File: src/rtl/core/nearest_blob_steering_top_macros.svh
// ---------------------------------------------------------------------------
// Assertion macros for the nearest blob steering block
// Concurrent checks that are compiled out when SYNTHESIS is defined.
// ---------------------------------------------------------------------------
`ifndef NEAREST_BLOB_STEERING_TOP_MACROS_SVH
`define NEAREST_BLOB_STEERING_TOP_MACROS_SVH

`ifndef SYNTHESIS
`define NBS_ASSERT_SAME(label, clk, rst_n, ante, cons) \
  label: assert property (@(posedge clk) disable iff (!rst_n) (ante) |-> (cons)) \
    else $error("nearest blob steering check failed");
`define NBS_ASSERT_NEXT(label, clk, rst_n, ante, cons) \
  label: assert property (@(posedge clk) disable iff (!rst_n) (ante) |=> (cons)) \
    else $error("nearest blob steering check failed");
`else
`define NBS_ASSERT_SAME(label, clk, rst_n, ante, cons)
`define NBS_ASSERT_NEXT(label, clk, rst_n, ante, cons)
`endif

`endif

File: src/rtl/core/nbs_pkg.sv
// ---------------------------------------------------------------------------
// nbs_pkg
// Shared types and constants of the nearest blob steering block.
// ---------------------------------------------------------------------------
package nbs_pkg;

  localparam int CNT_W      = 8;
  localparam int POS_W      = 14;
  localparam int AREA_W     = 16;
  localparam int CENTER_W   = 10;
  localparam int ERR_W      = 11;
  localparam int GAIN_W     = 14;
  localparam int BASE_W     = 12;
  localparam int LEFT_W     = 17;
  localparam int RIGHT_W    = 18;
  localparam int GAIN_FRAC  = 8;
  localparam int CFG_DATA_W = 20;
  localparam int CFG_IDX_W  = 3;

  localparam logic [ERR_W-2:0]    ERR_MAX      = 10'd1023;
  localparam logic [CENTER_W-1:0] CENTER_X_RST = 10'd320;
  localparam logic [CENTER_W-1:0] CENTER_Y_RST = 10'd45;

  localparam logic [LEFT_W-1:0]         LEFT_FLOOR = 17'd10;
  localparam logic signed [RIGHT_W-1:0] RIGHT_CEIL = -18'sd10;

  typedef enum logic [CFG_IDX_W-1:0] {
    CFG_HALF_WIDTH   = 3'd0,
    CFG_MIN_AREA     = 3'd1,
    CFG_GATE_DIST_SQ = 3'd2,
    CFG_GAIN_NEAR    = 3'd3,
    CFG_GAIN_FAR     = 3'd4,
    CFG_BASE_SPEED   = 3'd5,
    CFG_ERROR_SPLIT  = 3'd6
  } cfg_idx_t;

  typedef struct packed {
    logic [9:0]        half_width;
    logic [AREA_W-1:0] min_area;
    logic [19:0]       gate_dist_sq;
    logic [GAIN_W-1:0] gain_near;
    logic [GAIN_W-1:0] gain_far;
    logic [BASE_W-1:0] base_speed;
    logic [9:0]        error_split;
  } cfg_t;

  localparam cfg_t CFG_RST = '{
    half_width:   10'd320,
    min_area:     16'd50,
    gate_dist_sq: 20'd5625,
    gain_near:    14'd256,
    gain_far:     14'd256,
    base_speed:   12'd100,
    error_split:  10'd200
  };

  typedef struct packed {
    logic                    found;
    logic [CNT_W-1:0]        index;
    logic signed [ERR_W-1:0] err;
  } fe_t;

endpackage

File: src/rtl/core/nbs_track.sv
// ---------------------------------------------------------------------------
// nbs_track
// Per-record nearest blob selection and end-of-frame center/error update.
// ---------------------------------------------------------------------------
`include "nearest_blob_steering_top_macros.svh"

module nbs_track
  import nbs_pkg::*;
#(
  parameter int MAX_BLOBS = 255,
  parameter int FRAC_BITS = 4
) (
  input  logic              clk,
  input  logic              rst_n,
  input  cfg_t              cfg,
  input  logic              go_i,
  input  logic              mode_i,
  input  logic [AREA_W-1:0] area_i,
  input  logic [POS_W-1:0]  cx_i,
  input  logic [POS_W-1:0]  cy_i,
  input  logic              fe_advance_i,
  output logic              fe_free_o,
  output logic              fe_valid_o,
  output fe_t               fe_o
);

  localparam int PW = (CENTER_W + FRAC_BITS > POS_W) ? CENTER_W + FRAC_BITS : POS_W;
  localparam int DW = 2 * PW + 1;

  logic [CENTER_W-1:0]     center_x_r, center_y_r;
  logic [DW-1:0]           best_dist_r;
  logic [POS_W-1:0]        best_x_r, best_y_r;
  logic [CNT_W-1:0]        best_slot_r, blob_count_r;
  logic signed [ERR_W-1:0] held_error_r;
  logic                    fe_valid_r;
  fe_t                     fe_r;

  logic signed [PW:0]      dx, dy, ediff;
  logic [PW-1:0]           mx, my, emag, emag_sh;
  logic [2*PW-1:0]         sqx, sqy;
  logic [DW-1:0]           cand_dist, gate_ext;
  logic [ERR_W-2:0]        esat;
  logic signed [ERR_W-1:0] err_nxt;
  logic [POS_W-1:0]        bx_sh, by_sh;
  logic [CNT_W-1:0]        cnt_inc;
  logic                    cnt_full, take, found;

  always_comb begin
    dx  = $signed(((PW+1)'(center_x_r)) << FRAC_BITS) - $signed((PW+1)'(cx_i));
    dy  = $signed(((PW+1)'(center_y_r)) << FRAC_BITS) - $signed((PW+1)'(cy_i));
    mx  = dx[PW] ? PW'(-dx) : PW'(dx);
    my  = dy[PW] ? PW'(-dy) : PW'(dy);
    sqx = mx * mx;
    sqy = my * my;
    cand_dist = DW'(sqx) + DW'(sqy);
    gate_ext  = DW'(cfg.gate_dist_sq) << (2 * FRAC_BITS);
    cnt_full  = blob_count_r >= CNT_W'(MAX_BLOBS);
    cnt_inc   = blob_count_r + CNT_W'(1);
    take      = !cnt_full && (area_i >= cfg.min_area) &&
                (cand_dist < best_dist_r) && (cand_dist < gate_ext);

    ediff   = $signed(((PW+1)'(cfg.half_width)) << FRAC_BITS) - $signed((PW+1)'(best_x_r));
    emag    = ediff[PW] ? PW'(-ediff) : PW'(ediff);
    emag_sh = emag >> FRAC_BITS;
    esat    = (emag_sh > PW'(ERR_MAX)) ? ERR_MAX : emag_sh[ERR_W-2:0];
    err_nxt = ediff[PW] ? -$signed({1'b0, esat}) : $signed({1'b0, esat});
    bx_sh   = best_x_r >> FRAC_BITS;
    by_sh   = best_y_r >> FRAC_BITS;
    found   = best_slot_r != '0;
  end

  always_ff @(posedge clk) begin
    if (!rst_n) begin
      center_x_r   <= CENTER_X_RST;
      center_y_r   <= CENTER_Y_RST;
      best_dist_r  <= '1;
      best_slot_r  <= '0;
      blob_count_r <= '0;
      held_error_r <= '0;
      fe_valid_r   <= 1'b0;
    end else begin
      if (go_i && mode_i) begin
        fe_valid_r <= 1'b1;
      end else if (fe_advance_i) begin
        fe_valid_r <= 1'b0;
      end
      if (go_i) begin
        if (!mode_i) begin
          if (!cnt_full) begin
            blob_count_r <= cnt_inc;
          end
          if (take) begin
            best_dist_r <= cand_dist;
            best_slot_r <= cnt_inc;
          end
        end else begin
          if (found) begin
            held_error_r <= err_nxt;
            center_x_r   <= bx_sh[CENTER_W-1:0];
            center_y_r   <= by_sh[CENTER_W-1:0];
          end
          best_dist_r  <= '1;
          best_slot_r  <= '0;
          blob_count_r <= '0;
        end
      end
    end
  end

  always_ff @(posedge clk) begin
    if (go_i && !mode_i && take) begin
      best_x_r <= cx_i;
      best_y_r <= cy_i;
    end
    if (go_i && mode_i) begin
      fe_r.found <= found;
      fe_r.index <= best_slot_r;
      fe_r.err   <= found ? err_nxt : held_error_r;
    end
  end

  assign fe_free_o  = !fe_valid_r || fe_advance_i;
  assign fe_valid_o = fe_valid_r;
  assign fe_o       = fe_r;

  `NBS_ASSERT_NEXT(fe_clears_run, clk, rst_n, go_i && mode_i,
                   (blob_count_r == '0) && (best_slot_r == '0))
  `NBS_ASSERT_SAME(slot_within_count, clk, rst_n, 1'b1, best_slot_r <= blob_count_r)
  `NBS_ASSERT_SAME(count_bounded, clk, rst_n, 1'b1, blob_count_r <= CNT_W'(MAX_BLOBS))

endmodule

File: src/rtl/core/nbs_speed.sv
// ---------------------------------------------------------------------------
// nbs_speed
// Gain selection, steering product and wheel speed result register.
// ---------------------------------------------------------------------------
module nbs_speed
  import nbs_pkg::*;
(
  input  logic                      clk,
  input  logic                      rst_n,
  input  cfg_t                      cfg,
  input  logic                      fe_valid_i,
  input  fe_t                       fe_i,
  output logic                      fe_advance_o,
  input  logic                      out_ready_i,
  output logic                      out_valid_o,
  output logic                      found_o,
  output logic [CNT_W-1:0]          index_o,
  output logic signed [ERR_W-1:0]   err_o,
  output logic [LEFT_W-1:0]         left_o,
  output logic signed [RIGHT_W-1:0] right_o
);

  localparam int PRODW = GAIN_W + ERR_W + 1;
  localparam int SUMW  = PRODW + 1;

  logic                    p_valid_r, out_valid_r;
  fe_t                     p_fe_r;
  logic signed [PRODW-1:0] p_prod_r;
  logic                    out_found_r;
  logic [CNT_W-1:0]        out_index_r;
  logic signed [ERR_W-1:0] out_err_r;
  logic [LEFT_W-1:0]       out_left_r;
  logic signed [RIGHT_W-1:0] out_right_r;

  logic                    out_free, p_free;
  logic [ERR_W-1:0]        err_mag;
  logic [GAIN_W-1:0]       gain;
  logic signed [PRODW-1:0] prod_nxt;
  logic signed [SUMW-1:0]  base_q, prod_x, lsum, rsum, ltr, rtr;
  logic [LEFT_W-1:0]       left_nxt;
  logic signed [RIGHT_W-1:0] right_nxt;

  assign out_free     = !out_valid_r || out_ready_i;
  assign p_free       = !p_valid_r || out_free;
  assign fe_advance_o = p_free;

  always_comb begin
    err_mag  = fe_i.err[ERR_W-1] ? ERR_W'(-fe_i.err) : ERR_W'(fe_i.err);
    gain     = (err_mag >= ERR_W'(cfg.error_split)) ? cfg.gain_far : cfg.gain_near;
    prod_nxt = $signed({1'b0, gain}) * fe_i.err;

    base_q = $signed(SUMW'(cfg.base_speed) << GAIN_FRAC);
    prod_x = SUMW'(p_prod_r);
    lsum   = base_q - prod_x;
    rsum   = -(base_q + prod_x);
    ltr    = lsum[SUMW-1] ? (lsum + SUMW'(255)) >>> GAIN_FRAC : lsum >>> GAIN_FRAC;
    rtr    = rsum[SUMW-1] ? (rsum + SUMW'(255)) >>> GAIN_FRAC : rsum >>> GAIN_FRAC;
    left_nxt  = ltr[SUMW-1] ? LEFT_FLOOR : ltr[LEFT_W-1:0];
    right_nxt = (!rtr[SUMW-1] && (rtr != '0)) ? RIGHT_CEIL : rtr[RIGHT_W-1:0];
  end

  always_ff @(posedge clk) begin
    if (!rst_n) begin
      p_valid_r   <= 1'b0;
      out_valid_r <= 1'b0;
    end else begin
      if (p_free) begin
        p_valid_r <= fe_valid_i;
      end
      if (out_free) begin
        out_valid_r <= p_valid_r;
      end
    end
  end

  always_ff @(posedge clk) begin
    if (p_free && fe_valid_i) begin
      p_fe_r   <= fe_i;
      p_prod_r <= prod_nxt;
    end
    if (out_free && p_valid_r) begin
      out_found_r <= p_fe_r.found;
      out_index_r <= p_fe_r.index;
      out_err_r   <= p_fe_r.err;
      out_left_r  <= left_nxt;
      out_right_r <= right_nxt;
    end
  end

  assign out_valid_o = out_valid_r;
  assign found_o     = out_found_r;
  assign index_o     = out_index_r;
  assign err_o       = out_err_r;
  assign left_o      = out_left_r;
  assign right_o     = out_right_r;

endmodule

File: src/rtl/core/nearest_blob_steering_top.sv
// ---------------------------------------------------------------------------
// nearest_blob_steering_top
// Picks the blob nearest the tracked center in each frame and steers to it.
// ---------------------------------------------------------------------------
// The block takes one transaction per clock cycle. A blob record is folded
// into the running nearest-blob search in the cycle after it is accepted and
// never produces a result. An end-of-frame transaction passes in turn through
// the input register, selection stage, gain product stage and result register,
// producing one result. Input is held back only while an end-of-frame
// transaction waits and all three result stages are full, the result not taken.
`include "nearest_blob_steering_top_macros.svh"

module nearest_blob_steering_top
  import nbs_pkg::*;
#(
  parameter int MAX_BLOBS = 255,
  parameter int FRAC_BITS = 4
) (
  input  logic                  clk,
  input  logic                  rst_n,
  input  logic                  in_tvalid,
  output logic                  in_tready,
  // [15:0] blob_area, [29:16] centroid_x, [43:30] centroid_y, [47:44] zero
  input  logic [47:0]           in_tdata,
  // [0] mode
  input  logic                  in_tuser,
  output logic                  out_tvalid,
  input  logic                  out_tready,
  // [7:0] target_index, [18:8] steer_error, [35:19] left_speed,
  // [53:36] right_speed, [55:54] zero
  output logic [55:0]           out_tdata,
  // [0] found
  output logic                  out_tuser,
  input  logic                  cfg_we,
  input  logic [CFG_IDX_W-1:0]  cfg_index,
  input  logic [CFG_DATA_W-1:0] cfg_data
);

  cfg_t              cfg_r;
  logic              a_valid_r, a_mode_r;
  logic [AREA_W-1:0] a_area_r;
  logic [POS_W-1:0]  a_cx_r, a_cy_r;

  logic                      a_go, fe_free, fe_valid, fe_advance;
  fe_t                       fe;
  logic                      found;
  logic [CNT_W-1:0]          index;
  logic signed [ERR_W-1:0]   err;
  logic [LEFT_W-1:0]         left_speed;
  logic signed [RIGHT_W-1:0] right_speed;

  always_ff @(posedge clk) begin
    if (!rst_n) begin
      cfg_r <= CFG_RST;
    end else if (cfg_we) begin
      unique case (cfg_index)
        CFG_HALF_WIDTH:   cfg_r.half_width   <= cfg_data[9:0];
        CFG_MIN_AREA:     cfg_r.min_area     <= cfg_data[AREA_W-1:0];
        CFG_GATE_DIST_SQ: cfg_r.gate_dist_sq <= cfg_data[19:0];
        CFG_GAIN_NEAR:    cfg_r.gain_near    <= cfg_data[GAIN_W-1:0];
        CFG_GAIN_FAR:     cfg_r.gain_far     <= cfg_data[GAIN_W-1:0];
        CFG_BASE_SPEED:   cfg_r.base_speed   <= cfg_data[BASE_W-1:0];
        CFG_ERROR_SPLIT:  cfg_r.error_split  <= cfg_data[9:0];
        default: ;
      endcase
    end
  end

  assign a_go      = a_valid_r && (!a_mode_r || fe_free);
  assign in_tready = !a_valid_r || a_go;

  always_ff @(posedge clk) begin
    if (!rst_n) begin
      a_valid_r <= 1'b0;
    end else if (in_tready) begin
      a_valid_r <= in_tvalid;
    end
  end

  always_ff @(posedge clk) begin
    if (in_tready && in_tvalid) begin
      a_mode_r <= in_tuser;
      a_area_r <= in_tdata[15:0];
      a_cx_r   <= in_tdata[29:16];
      a_cy_r   <= in_tdata[43:30];
    end
  end

  nbs_track #(
    .MAX_BLOBS (MAX_BLOBS),
    .FRAC_BITS (FRAC_BITS)
  ) u_track (
    .clk          (clk),
    .rst_n        (rst_n),
    .cfg          (cfg_r),
    .go_i         (a_go),
    .mode_i       (a_mode_r),
    .area_i       (a_area_r),
    .cx_i         (a_cx_r),
    .cy_i         (a_cy_r),
    .fe_advance_i (fe_advance),
    .fe_free_o    (fe_free),
    .fe_valid_o   (fe_valid),
    .fe_o         (fe)
  );

  nbs_speed u_speed (
    .clk          (clk),
    .rst_n        (rst_n),
    .cfg          (cfg_r),
    .fe_valid_i   (fe_valid),
    .fe_i         (fe),
    .fe_advance_o (fe_advance),
    .out_ready_i  (out_tready),
    .out_valid_o  (out_tvalid),
    .found_o      (found),
    .index_o      (index),
    .err_o        (err),
    .left_o       (left_speed),
    .right_o      (right_speed)
  );

  assign out_tdata = {2'b00, right_speed, left_speed, err, index};
  assign out_tuser = found;

  `NBS_ASSERT_SAME(stall_only_when_full, clk, rst_n, !in_tready, a_valid_r && a_mode_r && out_tvalid && !out_tready)
  `NBS_ASSERT_SAME(found_matches_index, clk, rst_n, out_tvalid, out_tuser == (out_tdata[7:0] != 8'd0))
  `NBS_ASSERT_SAME(right_not_positive, clk, rst_n, out_tvalid, out_tdata[53] || (out_tdata[53:36] == 18'd0))

endmodule

File: config.mk
export PLATFORM = sky130hd
export DESIGN_NAME = nearest_blob_steering_top
export DESIGN_NICKNAME = d
export VERILOG_FILES = /design/src/rtl/core/nbs_pkg.sv /design/src/rtl/core/nbs_track.sv /design/src/rtl/core/nbs_speed.sv /design/src/rtl/core/nearest_blob_steering_top.sv
export VERILOG_INCLUDE_DIRS = /design/src /design/src/rtl/core
export SDC_FILE = /design/constraint.sdc
export NUM_CORES = 2
export LEC_CHECK = 0
export BUFFER_PORTS_ARGS = -buffer_cell sky130_fd_sc_hd__buf_2
export CAP_MARGIN = 20
export CORE_UTILIZATION = 53
export CTS_BUF_LIST = sky130_fd_sc_hd__clkbuf_4
export DETAILED_ROUTE_END_ITERATION = 6
export PLACE_DENSITY = 0.77
export SYNTH_ARGS = -nofsm -noshare
export SYNTH_HDL_FRONTEND = slang
export SYNTH_SLANG_ARGS = --single-unit
File: constraint.sdc
create_clock -name clk -period 20 [get_ports clk]
set_clock_uncertainty 0.15 [all_clocks]
set_input_delay 2 -clock clk [delete_from_list [all_inputs] [get_ports clk]]
set_output_delay 2 -clock clk [all_outputs]
set_load 0.1 [all_outputs]
==> flow_summary.yaml <==
run_status:
  status: "finished clean"
logic_synthesis:
  synth_area_leaders: "fa_1 (22%), edfxtp_1 (15%), ha_1 (13%)"
  yosys_warnings: 0
  synth-seq-cells: 366
  yosys_most_used_dff: "edfxtp_1"
  synthArstFlopShare_pct: 0
  synth_edf_count: 190
  netlist_instances: 4044
  synthDistinctLibCells: 86
  avgSynthCellArea_um2: 9.169
  ys_seq_area_share_pct: 24.89
  yosysMostFrequentCell: "inv_1"
  synth_common_cells: "inv_1 (749), nand2_1 (462), fa_1 (401)"
  syn_area_um2: 37080
  post-synth-top-area-cell: "fa_1"
  synth_top_area_share_pct: 21.65
finish:
  areaGrowthSynthToFinish_pct: 8.122
  final_nets: 5064
  final_layout_size_suffix_gt1_share_pct: 9.121
  fin_cells: 5215
flow_run:
  drv_cap: 0
clock_tree:
  clockBufferDepth: 3
  cts_tree: "built"
  clock-root-buffer: "clkbuf_4"
  clk_latency_ps: 810
  cts_sinks: 366
  post-cts-setup-buffer-count: 0
  worst_setup_hold_path_clk_slew_ps: 70
  htree_num_levels: 3
  ctsHoldBuffers: 0
  post_cts_resized: 0
  numCtsBuffers: 91
hold_path:
  hold_path.class: "register to register"
floorplan:
  coreArea_um2: 68950
  die_h_um: 266.5
  dieArea_um2: 71020
  start_util_pct: 53.78
  die_width_um: 266.5
  io_pins: 136
  num_rows: 96
routing:
  route.vias.total: 28300
  wire_per_inst_um: 16.78
  first_pass_iters: 6
  routed_wl_mm: 87.49
  drt-initial-drc-count: 1816
  antenna_left: 0
  vias_per_cell: 5.427
  drc: 0
sta:
  finalCritPeriodShare_pct: 73.35
  min_period_ps: 14670
  worst_slew_pin_slew_ps: 1083
  setup_viol: 0
  slew_headroom_pct: 27.55
  achievable-frequency_mhz: 68.17
  finalSetupTns_ps: 0
  worst_slack_ps: 5330
  grt_setup_unrepaired: "false"
  hold_viol: 0
  hold-worst-slack_ps: 266.1
  drv_slew: 0
worst_setup_path:
  cp.required_ps: 20540
  cp-end-kind: "register"
  cpMostUsedCell: "fa_1"
  critPathArrivalTime_ps: 15210
  path_max_fanout: 27
  crit_slowest_cell: "xor2_1"
  worstSetupPathType: "register to register"
  crit_path_start_kind: "register"
  slowest_delay_ps: 860
placement:
  dp.cells: 5038
  dp_slack_ps: 5635
  place_congestion: 0.9225
  port_buffers: 129
  place_hpwl_mm: 69.07
grt:
  grt_pass1_vias: 28390
  antenna_found_initial: 8
  grt_remaining_overflow: 0
  grt_max_degree: 113
  grt_pass1_wl_mm: 142.9
  grt.total_usage_pct: 25.29
## sequential cells by signal, summed over array words and instances (netlist names), 10 cells and up
signal,cells
u_track.best_y_r,10
u_track.best_dist_r,29
u_track.held_error_r,11
u_speed.err_o,11
u_track.center_y_r,10
u_speed.p_prod_r,26
cfg_r,96
u_speed.right_o,18
u_speed.left_o,17
u_speed.p_fe_r,20
a_cx_r,14
u_track.best_x_r,14
u_track.fe_o,20
a_area_r,16
a_cy_r,14
u_track.center_x_r,10
## area by class of cell
cell class / instances / area (um2)
fill: 6082 / 28850
clock buffer: 139 / 1044
antenna: 8 / 20.02
timing repair buffer: 175 / 1025
inverter: 762 / 2860
tap: 931 / 1165
multi-input combinational: 2809 / 24630
clock inverter: 25 / 122.6
sequential: 366 / 9229
## stage by stage
stage	area (um2)	util (%)
6_report	40090	58.15
5_1_grt	40080	58.14
4_1_cts	40000	58.02
3_5_place_dp	38840	56.33
3_3_place_gp	38830	56.32
2_1_floorplan	37080	-
## layer usage
layer | vias to the layer above | wire [um] | GRT usage (%)
met5 | - | 0 | 0
met4 | 0 | 2762 | 8.574
met3 | 170 | 5718 | 3.423
met2 | 922 | 42140 | 42.98
met1 | 13720 | 36860 | 33.13
li1 | 13490 | - | -
## placed cells by master, fill, tap and decap left out, types with 9 or more instances in the layout
| cell | count |
|---|---|
| o22ai_1 | 12 |
| a31oi_1 | 16 |
| a21boi_0 | 106 |
| xnor2_1 | 153 |
| a21o_1 | 50 |
| or3_1 | 21 |
| nor2b_1 | 49 |
| and2_1 | 60 |
| nor3_1 | 58 |
| clkinv_1 | 26 |
| nand2b_1 | 50 |
| buf_4 | 42 |
| o211ai_1 | 26 |
| inv_1 | 749 |
| fa_1 | 401 |
| nand4_1 | 19 |
| clkbuf_4 | 140 |
| o22a_1 | 26 |
| o21bai_1 | 13 |
| nor2_1 | 309 |
| ha_1 | 381 |
| buf_2 | 129 |
| a21oi_1 | 112 |
| and3_1 | 19 |
| o31ai_1 | 23 |
| or2_2 | 19 |
| edfxtp_1 | 190 |
| nand3_1 | 59 |
| xor2_1 | 60 |
| dfxtp_1 | 176 |
| mux2_2 | 19 |
| nor3b_1 | 9 |
| mux2i_1 | 13 |
| a211oi_1 | 13 |
| nor4_1 | 16 |
| o21a_1 | 25 |
| nand2_1 | 462 |
| o21ai_0 | 79 |
## cells by family (layout without fill, tap and decap cells)
family,Yosys count,in the layout,share of synthesized area (%)
AOI/OAI and AO/OA,583,583,10.82
buffers and inverters,870,1101,8.830
DFF,366,366,24.89
xor gates and xnor gates,213,213,5.031
and+or+nand+nor,1195,1195,14.94
adders and majority gates,782,782,34.51
muxes,33,33,0.9650
other,2,11,0.02025
## critical path: cells and delay by family, from the launching register on
kind	cells	cell delay, ps
AOI/OAI and AO/OA	19	3790
xor gates and xnor gates	2	1210
DFF	1	320
adders and majority gates	10	4520
and+or+nand+nor	8	2030
buffers and inverters	11	2470
## path summary, 6_finish.rpt
path                                        from                     end  slack, ps  depth (start not counted)
worst max-delay path                   a_cx_r[0]  u_track.best_dist_r[6]       5330                         50
worst min-delay path            u_track.fe_o[18]      u_speed.p_fe_r[18]        270                          0
worst max register to register         a_cx_r[0]  u_track.best_dist_r[6]       5330                         50
worst min register to register  u_track.fe_o[18]      u_speed.p_fe_r[18]        270                          0
Power is left out: the tool's default activity adds up to more than one toggle a clock period on the data nets, which glitch-free logic cannot reach.
